<file path="src/rtl/pli_pkg.sv">
// Package for the positional list insert/delete core.
// Holds the default capacity, the operation codes and the status codes.
// No dependencies.
package pli_pkg;

  localparam int CAPACITY = 16;

  localparam logic MODE_INSERT = 1'b0;
  localparam logic MODE_DELETE = 1'b1;

  typedef enum logic [1:0] {
    ST_DONE  = 2'd0,
    ST_RANGE = 2'd1,
    ST_FULL  = 2'd2
  } status_t;

endpackage

</file>
<file path="src/rtl/pli_ram.sv">
// Generic single-write, single-read RAM with registered read data.
// Depends on nothing; width and depth come from parameters.
module pli_ram #(
  parameter int WIDTH = 32,
  parameter int DEPTH = 16
) (
  input  logic                     clk,
  input  logic                     we,
  input  logic [$clog2(DEPTH)-1:0] waddr,
  input  logic [WIDTH-1:0]         wdata,
  input  logic [$clog2(DEPTH)-1:0] raddr,
  output logic [WIDTH-1:0]         rdata
);

  logic [WIDTH-1:0] mem [DEPTH];

  always_ff @(posedge clk) begin
    if (we) begin
      mem[waddr] <= wdata;
    end
    rdata <= mem[raddr];
  end

endmodule

</file>
<file path="src/rtl/positional_list_insert_delete_core.sv">
// Top level of the positional list insert/delete core.
// Uses pli_pkg (capacity, codes) and pli_ram (list storage).
//
//   channel   direction  handshake              payload
//   request   in         start & !busy          mode, position, item_value
//   result    out        strobe, one cycle      status, list_size, entry_position,
//                                               entry_value, has_entry, last
//
// Sequence: a request is accepted in S_IDLE; where entries must move, the shift then
// moves one entry per cycle and ends by draining the RAM read, S_PUT writes an inserted
// value, and S_DUMP reads the list out through the RAM read port (S_EMPTY if empty).
// The shift and the read-out both go through the single RAM read/write port pair.
// Reset clears the entry count and the sequencer; list contents are not cleared.
// busy is high from the cycle after acceptance until the last result has been shown.
// The receiver cannot stall; each result is valid for the single cycle strobe is high.
module positional_list_insert_delete_core #(
  parameter int CAPACITY = pli_pkg::CAPACITY
) (
  input  logic                                clk,
  input  logic                                rst,
  input  logic                                start,
  output logic                                busy,
  input  logic                                mode,
  input  logic [$clog2(CAPACITY+1)-1:0]       position,
  input  logic signed [31:0]                  item_value,
  output logic                                strobe,
  output logic [1:0]                          status,
  output logic [$clog2(CAPACITY+1)-1:0]       list_size,
  output logic [$clog2(CAPACITY)-1:0]         entry_position,
  output logic signed [31:0]                  entry_value,
  output logic                                has_entry,
  output logic                                last
);

  localparam int AW = $clog2(CAPACITY);
  localparam int CW = $clog2(CAPACITY + 1);

  typedef enum logic [4:0] {
    S_IDLE  = 5'b00001,
    S_SHIFT = 5'b00010,
    S_PUT   = 5'b00100,
    S_DUMP  = 5'b01000,
    S_EMPTY = 5'b10000
  } state_t;

  state_t           state;
  logic [CW-1:0]    count;
  logic             op_ins;
  logic [AW-1:0]    op_pos;
  logic [31:0]      op_val;
  pli_pkg::status_t op_status;
  logic [CW-1:0]    left;
  logic [AW-1:0]    rd_addr;
  logic [AW-1:0]    prev_addr;
  logic             rd_valid;
  logic [CW-1:0]    rd_idx;
  logic             pend;
  logic [AW-1:0]    pend_idx;

  logic             ram_we;
  logic [AW-1:0]    ram_waddr;
  logic [31:0]      ram_wdata;
  logic [AW-1:0]    ram_raddr;
  logic [31:0]      ram_rdata;
  logic             pend_last;
  logic             accept;
  logic             is_ins;

  assign accept    = start && (state == S_IDLE);
  assign is_ins    = (mode == pli_pkg::MODE_INSERT);
  assign pend_last = ((CW'(pend_idx) + CW'(1)) == count);

  always_comb begin
    ram_we    = 1'b0;
    ram_waddr = op_ins ? (prev_addr + AW'(1)) : (prev_addr - AW'(1));
    ram_wdata = ram_rdata;
    ram_raddr = rd_addr;
    case (state)
      S_SHIFT: begin
        ram_we = rd_valid;
      end
      S_PUT: begin
        ram_we    = 1'b1;
        ram_waddr = op_pos;
        ram_wdata = op_val;
      end
      S_DUMP: begin
        ram_raddr = rd_idx[AW-1:0];
      end
      default: begin
        ram_we = 1'b0;
      end
    endcase
  end

  pli_ram #(
    .WIDTH (32),
    .DEPTH (CAPACITY)
  ) u_ram (
    .clk   (clk),
    .we    (ram_we),
    .waddr (ram_waddr),
    .wdata (ram_wdata),
    .raddr (ram_raddr),
    .rdata (ram_rdata)
  );

  always_ff @(posedge clk) begin
    if (rst) begin
      state    <= S_IDLE;
      count    <= '0;
      rd_valid <= 1'b0;
      pend     <= 1'b0;
      rd_idx   <= '0;
    end else begin
      if (state != S_DUMP) begin
        rd_idx <= '0;
        pend   <= 1'b0;
      end
      case (state)
        S_IDLE: begin
          rd_valid <= 1'b0;
          if (accept) begin
            op_ins <= is_ins;
            op_pos <= position[AW-1:0];
            op_val <= item_value;
            if (is_ins) begin
              if (position > count) begin
                op_status <= pli_pkg::ST_RANGE;
                state     <= (count == '0) ? S_EMPTY : S_DUMP;
              end else if (count == CW'(CAPACITY)) begin
                op_status <= pli_pkg::ST_FULL;
                state     <= S_DUMP;
              end else begin
                op_status <= pli_pkg::ST_DONE;
                count     <= count + CW'(1);
                left      <= count - position;
                rd_addr   <= AW'(count - CW'(1));
                state     <= (position == count) ? S_PUT : S_SHIFT;
              end
            end else begin
              if (position >= count) begin
                op_status <= pli_pkg::ST_RANGE;
                state     <= (count == '0) ? S_EMPTY : S_DUMP;
              end else begin
                op_status <= pli_pkg::ST_DONE;
                count     <= count - CW'(1);
                left      <= count - CW'(1) - position;
                rd_addr   <= AW'(position + CW'(1));
                if ((count - CW'(1)) == position) begin
                  state <= (count == CW'(1)) ? S_EMPTY : S_DUMP;
                end else begin
                  state <= S_SHIFT;
                end
              end
            end
          end
        end
        S_SHIFT: begin
          if (left != '0) begin
            left      <= left - CW'(1);
            rd_addr   <= op_ins ? (rd_addr - AW'(1)) : (rd_addr + AW'(1));
            prev_addr <= rd_addr;
            rd_valid  <= 1'b1;
          end else begin
            rd_valid <= 1'b0;
            state    <= op_ins ? S_PUT : S_DUMP;
          end
        end
        S_PUT: begin
          state <= S_DUMP;
        end
        S_DUMP: begin
          if (rd_idx < count) begin
            rd_idx   <= rd_idx + CW'(1);
            pend_idx <= rd_idx[AW-1:0];
            pend     <= 1'b1;
          end else begin
            pend <= 1'b0;
          end
          if (pend && pend_last) begin
            state <= S_IDLE;
          end
        end
        S_EMPTY: begin
          state <= S_IDLE;
        end
        default: begin
          state <= S_IDLE;
        end
      endcase
    end
  end

  assign busy           = (state != S_IDLE);
  assign strobe         = ((state == S_DUMP) && pend) || (state == S_EMPTY);
  assign status         = op_status;
  assign list_size      = count;
  assign has_entry      = (state == S_DUMP);
  assign entry_position = (state == S_DUMP) ? pend_idx : '0;
  assign entry_value    = (state == S_DUMP) ? ram_rdata : '0;
  assign last           = (state == S_EMPTY) || (pend && pend_last);

endmodule

</file>
<file path="config.mk">
export PLATFORM = sky130hd
export DESIGN_NAME = positional_list_insert_delete_core
export DESIGN_NICKNAME = d
export VERILOG_FILES = /design/src/rtl/pli_pkg.sv /design/src/rtl/pli_ram.sv /design/src/rtl/positional_list_insert_delete_core.sv
export SDC_FILE = /design/constraint.sdc
export NUM_CORES = 1
export LEC_CHECK = 0
export BUFFER_PORTS_ARGS = -buffer_cell sky130_fd_sc_hd__buf_2
export CAP_MARGIN = 20
export CORE_ASPECT_RATIO = 0.6
export CORE_UTILIZATION = 55
export CTS_CLUSTER_DIAMETER = 200
export CTS_CLUSTER_SIZE = 20
export DETAILED_ROUTE_END_ITERATION = 10
export GPL_TIMING_DRIVEN = 0
export PLACE_DENSITY_LB_ADDON = 0.15
export SLEW_MARGIN = 20
export SYNTH_ARGS = -nofsm -noshare
export SYNTH_HDL_FRONTEND = slang
export SYNTH_HIERARCHICAL = 1
export SYNTH_SLANG_ARGS = --single-unit
</file>
<file path="constraint.sdc">
create_clock -name clk -period 7.9 [get_ports clk]
set_input_delay 1.975 -clock clk [delete_from_list [all_inputs] [get_ports clk]]
set_output_delay 1.975 -clock clk [all_outputs]
set_load 0.1 [all_outputs]
</file>
==> results of run 1 <==
per-stage QoR:
| step | worst slack [ns] | total power (W) | utilization (%) | hold WS (ns) |
|---|---|---|---|---|
| 6_report | 2.96 | 0.00561 | 62.9 | 0.510 |
| 3_3_place_gp | 0.0760 | 0.00378 | 58.7 | 0.478 |
| 4_1_cts | 2.97 | 0.00564 | 62.9 | 0.505 |
| 5_1_grt | 2.78 | 0.00577 | 62.9 | 0.524 |
| 2_1_floorplan | 3.14 | 0.00373 | - | 0.448 |
| 3_5_place_dp | 3.21 | 0.00378 | 60.5 | 0.483 |
layer usage:
layer / vias up / wire length, um / global-route usage [%]
met2: 654 / 25500 / 38.2
met4: 0 / 818 / 4.75
met1: 6794 / 25900 / 41.8
li1: 5404 / - / -
met3: 68 / 5340 / 4.48
met5: - / 0 / 0
worst max-delay path, delay by kind of cell (launching register included):
| kind | cells | cell delay [ns] |
|---|---|---|
| buffers and inverters | 3 | 1.39 |
| and+or+nand+nor | 3 | 0.63 |
| DFF | 1 | 0.37 |
registers in the layout, summed over array words and instances, names as in the netlist:
register / cells
left: 5
status: 2
list_size: 5
prev_addr: 4
pend_idx: 4
op_pos: 4
u_ram/mem: 512
state: 5
op_ins: 1
rd_valid: 1
u_ram/rdata: 32
pend: 1
rd_idx: 5
rd_addr: 4
op_val: 32
placed cells by master (no fill, tap or decap), types with 3 or more instances in the layout:
master       n
fa_1         4
ha_1        26
xnor2_1     20
nand2b_1     4
mux2_2      36
edfxtp_1   568
o211ai_1     6
buf_2       93
a21o_1       6
mux4_2     128
mux2i_1      4
o21ai_0     14
a211oi_1     5
nand3_1     18
nor3_1       6
buf_12       9
xor2_1      10
clkbuf_1    52
nand2_1     52
buf_6        8
nor2_4      14
inv_1       25
nor2b_1      5
a21oi_1     26
buf_4       26
nor2_1      30
clkbuf_16   37
nor3_2       4
dfxtp_1     49
buf_1       11
and2_1      38
buf_16      12
a22oi_1     65
nand3b_1     3
worst max-delay path by stage:
stage / endpoint / slack [ns] / cells after the start
after floorplan: u_ram/mem[0][0] / 3.14 / 8
after global placement: u_ram/mem[12][26] / 0.08 / 8
after detailed placement: left[2] / 3.21 / 9
after CTS: entry_value[0] / 2.97 / 6
after global routing: entry_value[4] / 2.78 / 6
final: entry_value[0] / 2.96 / 6
where the power goes:
| part | internal [W] | total (W) | leakage (nW) | switching (W) |
|---|---|---|---|---|
| Sequential | 0.00354 | 0.00355 | 5.54 | 0.00000884 |
| Clock | 0.000892 | 0.00190 | 0.500 | 0.00101 |
| Combinational | 0.0000553 | 0.000158 | 3.05 | 0.000102 |
final cells by class:
type                       count  area (um2)
clock inverter                 3        22.5
timing repair buffer         127        1110
sequential                   617       18000
multi-input combinational    564        6090
clock buffer                  63        1020
fill                        3043       16100
buffer                        60         309
inverter                      25        93.8
tap                          579         724
cell families (layout without fill, tap and decap cells):
kind of cell               count (synthesis)  count (layout)
AOI/OAI and AO/OA                        141             141
xor gates and xnor gates                  30              30
adders and majority gates                 30              30
buffers and inverters                     85             278
DFF                                      617             617
muxes                                    168             168
and+or+nand+nor                          195             195
==> out/results.ini, run 1 <==
[yosys]
syn_avg_cell_area_um2=19.3
syn-num-nets=1337
netlist_area_um2=24400
yosys.area_share.simple_pct=4.05
yosys-mux-area-fraction_pct=13.6
synth_warnings=6
synthAdderAreaFrac_pct=1.66
synth_xor_xnor_area_share_pct=1.08
synth_area_leaders=edfxtp_1 (70%), mux4_2 (12%), dfxtp_1 (4.0%), a22oi_1 (2.0%), mux2_2 (1.7%)
synth_seq_area_share_pct=73.9
synthTopCellsByCount=edfxtp_1 (568), mux4_2 (128), a22oi_1 (65), nand2_1 (52), dfxtp_1 (49)
synth_edf_count=568
async_reset_ff_share_pct=0
yosysMostFrequentCell=edfxtp_1
synth_top_flop_cell=edfxtp_1
synth_compound_area_share_pct=4.01
ys_ff_latch=617
synth_top_family_by_area=multiplexers
ys_types=60
yosysTopAreaCellShare_pct=69.9
syn_inst=1266
yosys.area.top_type=edfxtp_1

[cts]
cts_tree=built
post-cts-setup-buffers=0
cts_hold_buf=0
cts-root-buf=clkbuf_16
cts_repair_resize_count=0
clk_latency_ns=0.57
cts.reportedPaths.clkPinSlew_ns=0.09
clockBufferDepth=3
cts_made_buffers=36
htreeDepth=2
clock-sinks=617

[global_routing]
grt.overflow.total=0
grt_pass1_wl_um=83200
grt_max_degree=22
grtUsageTotal_pct=26.1
grt_pass1_vias=12400
grt_antenna_before_repair=2

[cells_and_area]
drive_gt1_share_pct=26.4
finalNetCount=1502
antenna_cells=0
final_area_um2=27400
fin_cells=2038
area_delta_synth_final_pct=12.3

[timing]
tightest_slew_ns=1.06
setup_viol=0
rsz0062_at_grt=no
finalHoldViolations=0
maxSlewHeadroom_pct=29.2
fmaxAchievable_mhz=202
period_minus_slack_ns=4.94
setup_tns_ns=0
fin_skew_ns=0.0281
final-max-slew-violation-count=0
fin_crit_sh_pct=62.6

[min_path]
worstHoldStart=rd_addr[1]
hold_class=reg2reg
hold_path_depth=0
hold-path-endpoint=prev_addr[1]

[critical_path]
end_kind=output port
critPathKind=reg2out
worst_ep_arrival_time_ns=2.97
reg2reg_from=state[4]
worst-path-max-fanout=10
crit_start=state[2]
cp-start-kind=register
reg2reg_to=u_ram/mem[11][26]
reg2reg_depth=9
crit_path_max_incr_delay_ns=0.63
r2r_slack_ns=3.88
cp_slowest_cell=clkbuf_1
crit_required_ns=5.93
cp_cell_sequence=nor2_1 -> nand3_1 -> inv_1 -> clkbuf_1 -> and2_1 -> buf_2

[routing]
firstDrtPassIters=9
drt_iter0_drc=1700
avgRoutedWirePerCell_um=28.2
viasPerCell=6.34
drc=4
route.vias.total=12900
postRouteAntennaNets=0
wl_um=57500

[run_status]
status=complete, but fails checks
violations=design-rule violations

[placement]
dpl_cell_area_um2=26400
dp_hpwl_um=38100
dp_cells=1972
port_buffers=86
place.gp.congestion=0.888

[power_and_ir_drop]
peakVddDrop_mv=0.148
leakagePower_nw=9.09
power_density_nw_per_um2=205

[flow_run]
drv_cap=0

[floorplanning]
ios=88
die_h_um=165
start_util_pct=56.0
die_w_um=274
die_area_um2=45200
core_area_um2=43600
fp-row-count=59

(Power assumes the default switching activity.)
==> run 2, diff against run 1 <==
clock period = 4.03 ns   (was 7.9 ns; I/O delays follow)
==> run 2 against run 1 <==
Net effect: first-iteration DRC count fell by 12%; non-clock buffer count decreased by 15; largest power group unchanged; highest routed layer unchanged; flip-flop and latch count unchanged; count of clock-buffer cells in the layout shrank 4; the flow still finishes with violations (design-rule violations).
==> out/results.ini, run 2 (synthesis results as in run 1) <==
[run_status]
status=complete, but fails checks
violations=design-rule violations

[critical_path]
worst_ep_arrival_time_ns=2.89
cp_cell_sequence=nor2_1 -> nand3_1 -> inv_1 -> buf_1 -> and2_1 -> buf_2
cp_slowest_cell=buf_1
crit_path_max_incr_delay_ns=0.64
crit_required_ns=3.02
critPathBufInv=3
cp-start-kind=register
crit_family=buffers and inverters
worst-path-max-fanout=10
critPathKind=reg2out
end_kind=output port

[timing]
finalHoldViolations=0
holdWs_ns=0.502
fin_skew_ns=0.0265
maxSlewHeadroom_pct=30.5
setup_ws_ns=0.134
period_minus_slack_ns=3.90
setup_viol=0
fin_crit_sh_pct=96.7
tightest_slew_ns=1.04
fmaxAchievable_mhz=257
setup_tns_ns=0
final-max-slew-violation-count=0

[power_and_ir_drop]
leakagePower_nw=9.01
power_density_nw_per_um2=401
peakVddDrop_mv=0.326

[cts]
cts_repair_resize_count=1
htreeDepth=2
post-cts-setup-buffers=0
cts_tree=built
cts_made_buffers=36
clock-sinks=617
cts.reportedPaths.clkPinSlew_ns=0.09
clockBufferDepth=3
clk_latency_ns=0.55
cts_hold_buf=0
cts-root-buf=clkbuf_16

[cells_and_area]
largest_reg_flops=512
fin_cells=2017
layout_common_cells=edfxtp_1 (568), mux4_2 (128), buf_2 (93)
antenna_cells=0
top_regs=u_ram/mem (512), op_val (32), u_ram/rdata (32)
fill_cells=3047
final_area_um2=27300
finalNetCount=1487
area_delta_synth_final_pct=11.8
mostFrequentLayoutCell=edfxtp_1
regMostFlops=u_ram/mem
drive_gt1_share_pct=25.7

[global_routing]
grt_pass1_vias=12200
grt_antenna_before_repair=1
grt_pass1_wl_um=81100
grt.overflow.total=0
grt_max_degree=22
grtUsageTotal_pct=25.2

[floorplanning]
die_area_um2=45200
fp-row-count=59
die_h_um=165
ios=88
start_util_pct=56.0
core_area_um2=43600
die_w_um=274

[routing]
avgRoutedWirePerCell_um=27.5
drc=4
drt_iter0_drc=1494
viasPerCell=6.24
postRouteAntennaNets=0
wl_um=55500
route.vias.total=12600
firstDrtPassIters=8

[placement]
dpl_cell_area_um2=26300
place.gp.congestion=0.932
pre_cts_slack_ns=-0.137
dp_cells=1957
port_buffers=86
dp_hpwl_um=36700

[flow_run]
drv_cap=0

[min_path]
hold_class=reg2reg

[run 2: power breakdown]
group	leakage [nW]	internal (W)	total, W	switching [W]
logic	2.98	0.000110	0.000310	0.000201
clock network	0.486	0.00172	0.00366	0.00194
registers	5.54	0.00695	0.00696	0.0000169
[run 2: worst paths after layout]
check	startpoint	endpoint	slack (ns)	cells after the start
hold reg to reg	rd_valid	rd_valid	0.50	2
setup / recovery	state[0]	entry_value[22]	0.13	6
hold / removal	rd_valid	rd_valid	0.50	2
setup reg to reg	state[4]	u_ram/mem[1][17]	0.21	9
[run 2: worst register-to-register path, cell delays in order (launching register included)]
cell and delay [ns]:
dfxtp_1 0.47, nor2_4 0.08, nand3_1 0.22, buf_2 0.37, buf_2 0.38, nor2_1 0.10, a21oi_2 0.50, nand2b_1 0.40
nor2_4 0.74, buf_16 0.25
[run 2: stage by stage]
stage / util (%) / total power (W)
finish: 62.6 / 0.0109
CTS: 62.6 / 0.0110
global route: 62.6 / 0.0113
global placement: 58.7 / 0.00740
detailed placement: 60.3 / 0.00742
floorplan: - / 0.00731
[run 2: area by class of cell]
class	count	area, um2	area share, %
multi-input cells	564	6110	22.4
repair buffers	112	990	3.63
flip-flops and latches	617	18000	66.1
clock buffers	59	1010	3.70
clock inverters	1	5.00	0.0183
well taps	579	724	2.66
plain buffers	60	310	1.14
inverters	25	93.8	0.344
[run 2: routing by layer]
metal | up-vias | GRT usage [%] | routed length (um)
li1 | 5382 | - | -
met1 | 6613 | 39.7 | 25500
met2 | 532 | 36.4 | 24200
met3 | 66 | 5.80 | 5020
met4 | 0 | 4.29 | 814
met5 | - | 0 | 0
